## config.mk

```make
export PLATFORM = sky130hd
export DESIGN_NAME = music_macro_note_parser
export DESIGN_NICKNAME = d
export VERILOG_FILES = /design/src/hw/rtl/mmnp_pkg.sv /design/src/hw/rtl/mmnp_front.sv /design/src/hw/rtl/mmnp_queue.sv /design/src/hw/rtl/mmnp_div.sv /design/src/hw/rtl/mmnp_back.sv /design/src/hw/rtl/music_macro_note_parser.sv
export SDC_FILE = /design/constraint.sdc
export NUM_CORES = 2
export LEC_CHECK = 0
export BUFFER_PORTS_ARGS = -buffer_cell sky130_fd_sc_hd__buf_2
export CORE_MARGIN = 10
export CORE_UTILIZATION = 65
export CTS_CLUSTER_SIZE = 10
export DETAILED_ROUTE_END_ITERATION = 10
export GPL_ROUTABILITY_DRIVEN = 0
export PLACE_DENSITY_LB_ADDON = 0.1
export SLEW_MARGIN = 5
export SYNTH_ARGS = -nofsm -noshare
export SYNTH_HDL_FRONTEND = slang
export SYNTH_HIERARCHICAL = 1
export SYNTH_SLANG_ARGS = --single-unit
export TNS_END_PERCENT = 100
```

## constraint.sdc

```tcl
create_clock -name clk -period 19.3 [get_ports clk]
set_input_delay 5.79 -clock clk [delete_from_list [all_inputs] [get_ports clk]]
set_output_delay 5.79 -clock clk [all_outputs]
set_load 0.02 [all_outputs]
```

## src/hw/rtl/mmnp_pkg.sv

```systemverilog
// Shared types, codes and constant tables of the music macro note parser.
`timescale 1ns / 1ps
`default_nettype none

package mmnp_pkg;

    // Status codes of a result
    localparam logic [1:0] ST_OK     = 2'd0;
    localparam logic [1:0] ST_SYNTAX = 2'd1;
    localparam logic [1:0] ST_NUMBER = 2'd2;
    localparam logic [1:0] ST_DIVIDE = 2'd3;

    // Accidental codes
    localparam logic [1:0] ACC_NONE  = 2'd0;
    localparam logic [1:0] ACC_SHARP = 2'd1;
    localparam logic [1:0] ACC_FLAT  = 2'd2;

    // Configuration register indexes
    localparam logic [1:0] CFG_TEMPO  = 2'd0;
    localparam logic [1:0] CFG_LENGTH = 2'd1;
    localparam logic [1:0] CFG_OCTAVE = 2'd2;
    localparam logic [1:0] CFG_VOLUME = 2'd3;

    // Divider widths: dividend shift register, divisor, quotient, step counter
    localparam int DIV_X_W = 34;
    localparam int DIV_D_W = 47;
    localparam int DIV_Q_W = 34;
    localparam int DIV_C_W = 6;

    localparam logic [17:0] MS_PER_WHOLE = 18'd240000;

    typedef enum logic [2:0] {
        PH_START,
        PH_LETTER,
        PH_ACC,
        PH_DIGITS,
        PH_DOTS,
        PH_ARG,
        PH_SKIP
    } phase_t;

    typedef enum logic [2:0] {
        BK_IDLE,
        BK_MUL,
        BK_DUR_START,
        BK_DUR_WAIT,
        BK_PITCH,
        BK_OUT
    } back_state_t;

    // One parsed token handed from front to back
    typedef struct packed {
        logic [7:0]  letter;
        logic [1:0]  accidental;
        logic [15:0] number;
        logic        length_given;
        logic [3:0]  dots;
        logic [1:0]  err;
    } token_t;

    function automatic logic [3:0] semitone_of(input logic [2:0] idx);
        logic [3:0] s;
        unique case (idx)
            3'd0: s = 4'd9;
            3'd1: s = 4'd11;
            3'd2: s = 4'd0;
            3'd3: s = 4'd2;
            3'd4: s = 4'd4;
            3'd5: s = 4'd5;
            3'd6: s = 4'd7;
            default: s = 4'd0;
        endcase
        return s;
    endfunction

    // 440*2^(r/12)*4096 truncated; a right shift by 16-octave gives the
    // truncated pitch of any octave from 0 to 16
    function automatic logic [21:0] pitch_top(input logic [3:0] r);
        logic [21:0] b;
        unique case (r)
            4'd0:  b = 22'd1802240;
            4'd1:  b = 22'd1909406;
            4'd2:  b = 22'd2022946;
            4'd3:  b = 22'd2143236;
            4'd4:  b = 22'd2270680;
            4'd5:  b = 22'd2405701;
            4'd6:  b = 22'd2548752;
            4'd7:  b = 22'd2700308;
            4'd8:  b = 22'd2860877;
            4'd9:  b = 22'd3030994;
            4'd10: b = 22'd3211226;
            4'd11: b = 22'd3402176;
            default: b = 22'd0;
        endcase
        return b;
    endfunction

endpackage

`default_nettype wire

```

## src/hw/rtl/mmnp_front.sv

```systemverilog
// Character parser: builds one token from its characters and pushes it on token end.
`timescale 1ns / 1ps
`default_nettype none

module mmnp_front (
    input  wire                  clk,
    input  wire                  rst_n,
    input  wire                  s_tvalid,
    output logic                 s_tready,
    input  wire  [7:0]           s_tdata,   // char_code[7:0]
    input  wire                  s_tlast,   // token_end
    output logic                 push,
    output mmnp_pkg::token_t     push_tok,
    input  wire                  full
);
    import mmnp_pkg::*;

    phase_t     phase_reg, phase_next;
    token_t     tok_reg, tok_next;
    logic [7:0] c;
    logic       digit;
    logic [19:0] acc_mul;
    logic [19:0] acc_sum;
    logic [15:0] acc_sat;
    logic       accept;

    assign s_tready = !full;
    assign accept   = s_tvalid && s_tready;
    assign c        = s_tdata;
    assign digit    = (c >= 8'h30) && (c <= 8'h39);

    // Saturating decimal accumulate
    always_comb
    begin
        acc_mul = {4'd0, tok_reg.number} * 20'd10;
        acc_sum = acc_mul + {12'd0, c - 8'h30};
        acc_sat = (acc_sum > 20'd65535) ? 16'hFFFF : acc_sum[15:0];
    end

    // Advance the parse on one character
    always_comb
    begin
        tok_next   = tok_reg;
        phase_next = phase_reg;
        unique case (phase_reg)
            PH_START:
            begin
                tok_next.letter = c;
                if (c >= 8'h41 && c <= 8'h47)
                    phase_next = PH_LETTER;
                else if (c == 8'h4C || c == 8'h4F || c == 8'h54 || c == 8'h50 || c == 8'h56)
                    phase_next = PH_ARG;
                else
                    phase_next = PH_SKIP;
            end
            PH_LETTER, PH_ACC:
            begin
                if (phase_reg == PH_LETTER && (c == 8'h23 || c == 8'h2B || c == 8'h2D))
                begin
                    tok_next.accidental = (c == 8'h2D) ? ACC_FLAT : ACC_SHARP;
                    phase_next = PH_ACC;
                end
                else if (digit)
                begin
                    tok_next.number       = acc_sat;
                    tok_next.length_given = 1'b1;
                    phase_next = PH_DIGITS;
                end
                else if (c == 8'h2E)
                begin
                    tok_next.dots = 4'd1;
                    phase_next = PH_DOTS;
                end
                else
                begin
                    if (tok_reg.err == ST_OK)
                        tok_next.err = ST_SYNTAX;
                    phase_next = PH_SKIP;
                end
            end
            PH_DIGITS:
            begin
                if (digit)
                    tok_next.number = acc_sat;
                else if (c == 8'h2E)
                begin
                    tok_next.dots = 4'd1;
                    phase_next = PH_DOTS;
                end
                else if (tok_reg.err == ST_OK)
                    tok_next.err = ST_NUMBER;
            end
            PH_DOTS:
            begin
                if (c == 8'h2E)
                begin
                    if (tok_reg.dots != 4'd15)
                        tok_next.dots = tok_reg.dots + 4'd1;
                end
                else
                begin
                    if (tok_reg.err == ST_OK)
                        tok_next.err = ST_SYNTAX;
                    phase_next = PH_SKIP;
                end
            end
            PH_ARG:
            begin
                if (digit)
                    tok_next.number = acc_sat;
                else if (tok_reg.err == ST_OK)
                    tok_next.err = ST_NUMBER;
            end
            default:
            begin
            end
        endcase
    end

    assign push     = accept && s_tlast;
    assign push_tok = tok_next;

    // Hold the token under construction; clear it after the last character
    always_ff @(posedge clk or negedge rst_n)
    begin
        if (!rst_n)
        begin
            phase_reg <= PH_START;
            tok_reg   <= '0;
        end
        else if (accept)
        begin
            if (s_tlast)
            begin
                phase_reg <= PH_START;
                tok_reg   <= '0;
            end
            else
            begin
                phase_reg <= phase_next;
                tok_reg   <= tok_next;
            end
        end
    end

endmodule

`default_nettype wire

```

## src/hw/rtl/mmnp_queue.sv

```systemverilog
// Two-entry token queue between the parser and the executor.
`timescale 1ns / 1ps
`default_nettype none

module mmnp_queue (
    input  wire               clk,
    input  wire               rst_n,
    input  wire               push,
    input  mmnp_pkg::token_t  push_tok,
    output logic              full,
    input  wire               pop,
    output logic              not_empty,
    output mmnp_pkg::token_t  head_tok
);
    import mmnp_pkg::*;

    token_t     mem_reg [2];
    logic       wr_ptr_reg;
    logic       rd_ptr_reg;
    logic [1:0] count_reg;

    assign full      = (count_reg == 2'd2);
    assign not_empty = (count_reg != 2'd0);
    assign head_tok  = mem_reg[rd_ptr_reg];

    // Store pushed tokens
    always_ff @(posedge clk)
    begin
        if (push)
            mem_reg[wr_ptr_reg] <= push_tok;
    end

    // Advance pointers and count
    always_ff @(posedge clk or negedge rst_n)
    begin
        if (!rst_n)
        begin
            wr_ptr_reg <= 1'b0;
            rd_ptr_reg <= 1'b0;
            count_reg  <= 2'd0;
        end
        else
        begin
            if (push)
                wr_ptr_reg <= ~wr_ptr_reg;
            if (pop)
                rd_ptr_reg <= ~rd_ptr_reg;
            if (push && !pop)
                count_reg <= count_reg + 2'd1;
            else if (pop && !push)
                count_reg <= count_reg - 2'd1;
        end
    end

endmodule

`default_nettype wire

```

## src/hw/rtl/mmnp_div.sv

```systemverilog
// Restoring divider, one quotient bit per cycle.
`timescale 1ns / 1ps
`default_nettype none

module mmnp_div (
    input  wire                          clk,
    input  wire                          rst_n,
    input  wire                          start,
    input  wire  [mmnp_pkg::DIV_X_W-1:0] dividend,
    input  wire  [mmnp_pkg::DIV_D_W-1:0] divisor,
    input  wire  [mmnp_pkg::DIV_C_W-1:0] steps,
    output logic                         done,
    output logic [mmnp_pkg::DIV_Q_W-1:0] quotient
);
    import mmnp_pkg::*;

    logic               busy_reg;
    logic               done_reg;
    logic [DIV_C_W-1:0] cnt_reg;
    logic [DIV_X_W-1:0] xs_reg;
    logic [DIV_D_W-1:0] d_reg;
    logic [DIV_D_W-1:0] rem_reg;
    logic [DIV_Q_W-1:0] q_reg;
    logic [DIV_D_W:0]   trial;
    logic               ge;

    assign trial    = {rem_reg, xs_reg[DIV_X_W-1]};
    assign ge       = trial >= {1'b0, d_reg};
    assign done     = done_reg;
    assign quotient = q_reg;

    always_ff @(posedge clk or negedge rst_n)
    begin
        if (!rst_n)
        begin
            busy_reg <= 1'b0;
            done_reg <= 1'b0;
            cnt_reg  <= '0;
        end
        else if (start)
        begin
            busy_reg <= 1'b1;
            done_reg <= 1'b0;
            cnt_reg  <= steps;
        end
        else if (busy_reg)
        begin
            cnt_reg <= cnt_reg - 1'b1;
            if (cnt_reg == {{(DIV_C_W-1){1'b0}}, 1'b1})
            begin
                busy_reg <= 1'b0;
                done_reg <= 1'b1;
            end
        end
        else
            done_reg <= 1'b0;
    end

    // Shift one dividend bit in and subtract when it fits
    always_ff @(posedge clk)
    begin
        if (start)
        begin
            xs_reg  <= dividend;
            d_reg   <= divisor;
            rem_reg <= '0;
            q_reg   <= '0;
        end
        else if (busy_reg)
        begin
            xs_reg  <= {xs_reg[DIV_X_W-2:0], 1'b0};
            rem_reg <= ge ? (trial[DIV_D_W-1:0] - d_reg) : trial[DIV_D_W-1:0];
            q_reg   <= {q_reg[DIV_Q_W-2:0], ge};
        end
    end

endmodule

`default_nettype wire

```

## src/hw/rtl/mmnp_back.sv

```systemverilog
// Token executor: tracks tempo, length, octave and volume and computes each tone.
`timescale 1ns / 1ps
`default_nettype none

module mmnp_back #(
    parameter int MAX_DOTS   = 7,
    parameter int OCTAVE_MAX = 15
) (
    input  wire               clk,
    input  wire               rst_n,
    input  wire               cfg_we,
    input  wire  [1:0]        cfg_index,
    input  wire  [15:0]       cfg_data,
    input  wire               q_not_empty,
    input  mmnp_pkg::token_t  q_tok,
    output logic              q_pop,
    output logic              m_tvalid,
    input  wire               m_tready,
    output logic [63:0]       m_tdata
);
    import mmnp_pkg::*;

    localparam logic [3:0] OCT_MAX = 4'(OCTAVE_MAX);
    localparam logic [3:0] DOT_MAX = 4'(MAX_DOTS);

    back_state_t state_reg, state_next;

    logic [15:0] tempo_reg;
    logic [15:0] length_reg;
    logic [3:0]  octave_reg;
    logic [15:0] volume_reg;

    logic        is_note_reg;
    logic [7:0]  n_reg;
    logic [15:0] len_reg;
    logic [3:0]  dots_reg;
    logic [31:0] prod_reg;
    logic [DIV_Q_W-1:0] num_reg;

    logic        res_valid_reg;
    logic [21:0] freq_reg;
    logic [18:0] ms_reg;
    logic [15:0] vol_reg;
    logic [1:0]  st_reg;

    logic        head_note;
    logic [7:0]  head_n;
    logic [15:0] head_len;
    logic        slot_free;

    logic               div_start;
    logic [DIV_X_W-1:0] div_x;
    logic [DIV_D_W-1:0] div_d;
    logic [DIV_C_W-1:0] div_steps;
    logic               div_done;
    logic [DIV_Q_W-1:0] div_q;

    logic [7:0]  pm;
    logic [15:0] pm_scaled;
    logic [4:0]  poc;
    logic [3:0]  prem;
    logic [21:0] ptop;
    logic [15:0] dot_mask;

    assign slot_free = !res_valid_reg || m_tready;
    assign head_note = (q_tok.letter >= 8'h41) && (q_tok.letter <= 8'h47);
    assign head_len  = q_tok.length_given ? q_tok.number : length_reg;

    // Note number of the head token
    always_comb
    begin
        head_n = 8'({4'd0, octave_reg} * 8'd12)
            + {4'd0, semitone_of(3'(q_tok.letter - 8'h41))} + 8'd1;
        if (q_tok.accidental == ACC_SHARP)
            head_n = head_n + 8'd1;
        else if (q_tok.accidental == ACC_FLAT)
            head_n = head_n - 8'd1;
    end

    // Split n+2 into octave and semitone, pick the top-octave pitch
    always_comb
    begin
        pm        = n_reg + 8'd2;
        pm_scaled = {8'd0, pm} * 16'd171;
        poc       = pm_scaled[15:11];
        prem      = 4'(pm - 8'({3'd0, poc} * 8'd12));
        ptop      = pitch_top(prem);
        dot_mask  = 16'((17'd2 << dots_reg) - 17'd1);
    end

    // Next state
    always_comb
    begin
        state_next = state_reg;
        unique case (state_reg)
            BK_IDLE:
            begin
                if (q_not_empty)
                begin
                    if (q_tok.err != ST_OK)
                        state_next = BK_OUT;
                    else if (head_note)
                        state_next = (q_tok.dots > DOT_MAX) ? BK_OUT : BK_MUL;
                    else if (q_tok.letter == 8'h50 && q_tok.number != 16'd0)
                        state_next = BK_MUL;
                    else
                        state_next = BK_OUT;
                end
            end
            BK_MUL:
                state_next = BK_DUR_START;
            BK_DUR_START:
                state_next = (prod_reg == 32'd0) ? BK_OUT : BK_DUR_WAIT;
            BK_DUR_WAIT:
            begin
                if (div_done)
                    state_next = (is_note_reg && n_reg != 8'd0) ? BK_PITCH : BK_OUT;
            end
            BK_PITCH:
                state_next = BK_OUT;
            BK_OUT:
            begin
                if (slot_free)
                    state_next = BK_IDLE;
            end
            default:
                state_next = BK_IDLE;
        endcase
    end

    // Control outputs and divider operands
    always_comb
    begin
        q_pop     = (state_reg == BK_IDLE) && q_not_empty;
        div_start = (state_reg == BK_DUR_START) && (prod_reg != 32'd0);
        div_x     = num_reg;
        div_d     = DIV_D_W'({prod_reg, 15'd0} >> (5'd15 - {1'b0, dots_reg}));
        div_steps = DIV_C_W'(DIV_Q_W);
    end

    mmnp_div u_div (
        .clk      (clk),
        .rst_n    (rst_n),
        .start    (div_start),
        .dividend (div_x),
        .divisor  (div_d),
        .steps    (div_steps),
        .done     (div_done),
        .quotient (div_q)
    );

    // Running state and configuration loads
    always_ff @(posedge clk or negedge rst_n)
    begin
        if (!rst_n)
        begin
            tempo_reg  <= 16'd120;
            length_reg <= 16'd4;
            octave_reg <= (4'd4 > OCT_MAX) ? OCT_MAX : 4'd4;
            volume_reg <= 16'd100;
        end
        else if (cfg_we)
        begin
            unique case (cfg_index)
                CFG_TEMPO:  tempo_reg  <= cfg_data;
                CFG_LENGTH: length_reg <= {9'd0, cfg_data[6:0]};
                CFG_OCTAVE: octave_reg <= (cfg_data[3:0] > OCT_MAX) ? OCT_MAX : cfg_data[3:0];
                CFG_VOLUME: volume_reg <= cfg_data;
                default:
                begin
                end
            endcase
        end
        else if (q_pop && q_tok.err == ST_OK && !head_note)
        begin
            priority case (q_tok.letter)
                8'h4C: length_reg <= q_tok.number;
                8'h4F: octave_reg <= (q_tok.number > {12'd0, OCT_MAX}) ? OCT_MAX
                                     : q_tok.number[3:0];
                8'h54: tempo_reg  <= q_tok.number;
                8'h56: volume_reg <= q_tok.number;
                8'h3C: if (octave_reg != 4'd0) octave_reg <= octave_reg - 4'd1;
                8'h3E: if (octave_reg < OCT_MAX) octave_reg <= octave_reg + 4'd1;
                default:
                begin
                end
            endcase
        end
    end

    // Token operands and result fields
    always_ff @(posedge clk)
    begin
        unique case (state_reg)
            BK_IDLE:
            begin
                if (q_not_empty)
                begin
                    is_note_reg <= head_note;
                    n_reg       <= head_n;
                    len_reg     <= head_note ? head_len : q_tok.number;
                    dots_reg    <= head_note ? q_tok.dots : 4'd0;
                    ms_reg      <= 19'd0;
                    vol_reg     <= 16'd0;
                    if (q_tok.err != ST_OK)
                    begin
                        freq_reg <= 22'd0;
                        st_reg   <= q_tok.err;
                    end
                    else if (head_note && q_tok.dots > DOT_MAX)
                    begin
                        freq_reg <= 22'd0;
                        st_reg   <= ST_DIVIDE;
                    end
                    else
                    begin
                        freq_reg <= head_note ? 22'd0 : 22'd1;
                        st_reg   <= ST_OK;
                    end
                end
            end
            BK_MUL:
            begin
                prod_reg <= {16'd0, len_reg} * {16'd0, tempo_reg};
                num_reg  <= DIV_Q_W'({18'd0, dot_mask} * {16'd0, MS_PER_WHOLE});
            end
            BK_DUR_START:
            begin
                if (prod_reg == 32'd0)
                begin
                    freq_reg <= 22'd0;
                    st_reg   <= ST_DIVIDE;
                end
            end
            BK_DUR_WAIT:
            begin
                if (div_done)
                begin
                    ms_reg <= div_q[18:0];
                    if (is_note_reg)
                        vol_reg <= volume_reg;
                end
            end
            BK_PITCH:
                freq_reg <= ptop >> (5'd16 - poc);
            default:
            begin
            end
        endcase
    end

    // Output register
    always_ff @(posedge clk or negedge rst_n)
    begin
        if (!rst_n)
            res_valid_reg <= 1'b0;
        else if (state_reg == BK_OUT && slot_free)
            res_valid_reg <= 1'b1;
        else if (m_tready)
            res_valid_reg <= 1'b0;
    end

    always_ff @(posedge clk)
    begin
        if (state_reg == BK_OUT && slot_free)
            m_tdata <= {5'd0, st_reg, vol_reg, ms_reg, freq_reg};
    end

    always_ff @(posedge clk or negedge rst_n)
    begin
        if (!rst_n)
            state_reg <= BK_IDLE;
        else
            state_reg <= state_next;
    end

    assign m_tvalid = res_valid_reg;

endmodule

`default_nettype wire

```

## src/hw/rtl/music_macro_note_parser.sv

```systemverilog
// After its last character a note's tone passes the pop, the multiply state,
// the divider start and run for the duration, the pitch table lookup and
// shift, then the output register; a pause skips the pitch step, other tokens
// go from the pop and a zero divisor from the divider start to the output
// register. Throughput: one character per cycle while the two-entry token queue
// has room; a new token is popped once the last result is in the output register.
// Reset (asynchronous, active low) loads tempo 120, length 4, octave 4, volume 100.
`timescale 1ns / 1ps
`default_nettype none

module music_macro_note_parser #(
    parameter int MAX_DOTS   = 7,
    parameter int OCTAVE_MAX = 15
) (
    input  wire         clk,
    input  wire         rst_n,
    input  wire         s_tvalid,
    output logic        s_tready,
    input  wire  [7:0]  s_tdata,    // char_code[7:0]
    input  wire         s_tlast,    // token_end
    output logic        m_tvalid,
    input  wire         m_tready,
    output logic [63:0] m_tdata,    // frequency_hz[21:0], duration_ms[40:22],
                                    // tone_volume[56:41], status[58:57]
    input  wire         cfg_we,
    input  wire  [1:0]  cfg_index,
    input  wire  [15:0] cfg_data
);
    import mmnp_pkg::*;

    logic   push;
    logic   full;
    logic   pop;
    logic   not_empty;
    token_t push_tok;
    token_t head_tok;

    mmnp_front u_front (
        .clk      (clk),
        .rst_n    (rst_n),
        .s_tvalid (s_tvalid),
        .s_tready (s_tready),
        .s_tdata  (s_tdata),
        .s_tlast  (s_tlast),
        .push     (push),
        .push_tok (push_tok),
        .full     (full)
    );

    mmnp_queue u_queue (
        .clk       (clk),
        .rst_n     (rst_n),
        .push      (push),
        .push_tok  (push_tok),
        .full      (full),
        .pop       (pop),
        .not_empty (not_empty),
        .head_tok  (head_tok)
    );

    mmnp_back #(
        .MAX_DOTS   (MAX_DOTS),
        .OCTAVE_MAX (OCTAVE_MAX)
    ) u_back (
        .clk         (clk),
        .rst_n       (rst_n),
        .cfg_we      (cfg_we),
        .cfg_index   (cfg_index),
        .cfg_data    (cfg_data),
        .q_not_empty (not_empty),
        .q_tok       (head_tok),
        .q_pop       (pop),
        .m_tvalid    (m_tvalid),
        .m_tready    (m_tready),
        .m_tdata     (m_tdata)
    );

endmodule

`default_nettype wire
```

==> results.sh <==
export IMPL_setup_tns_ns=0
export IMPL_critical_path_max_stage_delay_ns=0.89
export IMPL_synthToLayoutAreaGrowth_pct=6.71
export IMPL_wl_per_cell_um=18.8
export IMPL_diodes=0
export IMPL_largest_reg_flops=66
export IMPL_synth_area_um2=41700
export IMPL_pin_count=98
export IMPL_worstSetupPathType="reg -> reg"
export IMPL_critical_path_startpoint="u_back/dots_reg[3]"
export IMPL_drt_total_wl_mm=94.1
export IMPL_via_per_inst=5.97
export IMPL_dp_hpwl_mm=69.6
export IMPL_drt_iter0_markers=2311
export IMPL_final_util_pct=70.2
export IMPL_crit_arrival_ns=9.62
export IMPL_clock_sinks=522
export IMPL_clock_root_buffer="clkbuf_16"
export IMPL_grt_pass1_wl_mm=154
export IMPL_std_cell_rows=92
export IMPL_start_util_pct=65.8
export IMPL_final_layout_size_suffix_gt1_share_pct=9.88
export IMPL_hold_path_class="reg -> reg"
export IMPL_firstDrtPassIters=6
export IMPL_crit_fanout=59
export IMPL_crit_path_start_kind="flop"
export IMPL_grt_util_all_layers_pct=25.2
export IMPL_pre_cts_slack_ns=9.68
export IMPL_setup_viol_count_final=0
export IMPL_yosysWarnings=6
export IMPL_first_global_vias=29700
export IMPL_tritoncts="built"
export IMPL_rsz0062_at_grt="no"
export IMPL_status="completed"
export IMPL_clockBufferDepth=3
export IMPL_clk_latency_ns=0.65
export IMPL_crit_path_end_kind="flop"
export IMPL_port_buffers=92
export IMPL_synth_area_per_cell_um2=10.2
export IMPL_final_common_cell="inv_1"
export IMPL_drtAntennaViolNets=0
export IMPL_min_from="u_back/vol_reg[12]"
export IMPL_final_cell_mix="inv_1, nand2_1, edfxtp_1"
export IMPL_slew_headroom_pct=15.8
export IMPL_seqCellArea_um2=14500
export IMPL_postCtsSetupBuffers=0
export IMPL_post_route_worst_setup_slack_ns=10.08
export IMPL_numCtsBuffers=61
export IMPL_die_h_um=273
export IMPL_tightest_slew_ns=1.25
export IMPL_finClkSkew_ns=0.0458
export IMPL_die_area_um2=74600
export IMPL_final_hold_viol_count=0
export IMPL_die_x_um=273
export IMPL_multi_input_area_um2=24600
export IMPL_dpl_cell_area_um2=42600
export IMPL_reg2reg_slack_ns=10.08
export IMPL_htreeDepth=2
export IMPL_cp_common_cell="nor2_1"
export IMPL_final_area_um2=44500
export IMPL_antenna_found_initial=0
export IMPL_cap_violations=0
export IMPL_drcViolationCount=0
export IMPL_slowest_stage="clkinv_1"
export IMPL_synthCells=4104
export IMPL_crit_required_ns=19.70
export IMPL_fillers=4829
export IMPL_grt_start_max_net_pins=165
export IMPL_hold_buffers=0
export IMPL_vias=29900
export IMPL_min_period_over_period_pct=47.8
export IMPL_period_minus_slack_ns=9.22
export IMPL_timing_fmax_mhz=108
export IMPL_overflow=0
export IMPL_maxSlewViolCount=0
export IMPL_fin_nets=4743
export IMPL_cts_resized_gates=0
export IMPL_r2r_start="u_back/dots_reg[3]"
export IMPL_clkSlewWorstSetupHoldPaths_ns=0.06
export IMPL_core_region_area_um2=63300
area by class of cell:
type / instances / area share, %
flip-flops and latches: 522 / 32.6
repair buffers: 123 / 1.59
multi-input cells: 2950 / 55.4
inverters: 459 / 3.88
clock inverters: 12 / 0.259
well taps: 846 / 2.38
clock buffers: 104 / 3.86
final timing paths:
path / to / depth (start not counted)
worst max-delay path: u_back/div_x[31] / 30
worst min-delay path: u_back/m_tdata[53] / 0
worst max register to register: u_back/div_x[31] / 30
worst min register to register: u_back/m_tdata[53] / 0
max in group asynchronous: u_queue/rd_ptr_reg / 2
min in group asynchronous: u_back/u_div/cnt_reg[5] / 1
routing by layer:
layer / vias up / track usage, % / share of wire [%]
li1: 14200 / - / -
met1: 14600 / 34.1 / 44
met2: 897 / 41.4 / 47
met3: 195 / 3.78 / 6.1
met4: 0 / 7.95 / 3.0
met5: - / 0 / 0
stage by stage:
| stage | hold WS, ns | cells |
|---|---|---|
| 2_1_floorplan | 0.400 | 4122 |
| 3_3_place_gp | 0.401 | 4900 |
| 3_5_place_dp | 0.405 | 4900 |
| 4_1_cts | 0.397 | 5016 |
| 5_1_grt | 0.408 | 5016 |
| 6_report | 0.392 | 5016 |
worst max-delay path, delay by kind of cell, from the launching register on:
family	cells	cell delay [ns]
AO/OA/AOI/OAI	7	1.92
XOR/XNOR	1	0.09
adder cells (fa/ha/maj)	7	3.17
buffers and inverters	5	1.58
flip-flops	1	0.32
multiplexers	1	0.16
AND/OR/NAND/NOR	9	1.73
Power is not shown: default switching activity piles up to over one toggle a cycle in this logic, so the estimate is an artifact.
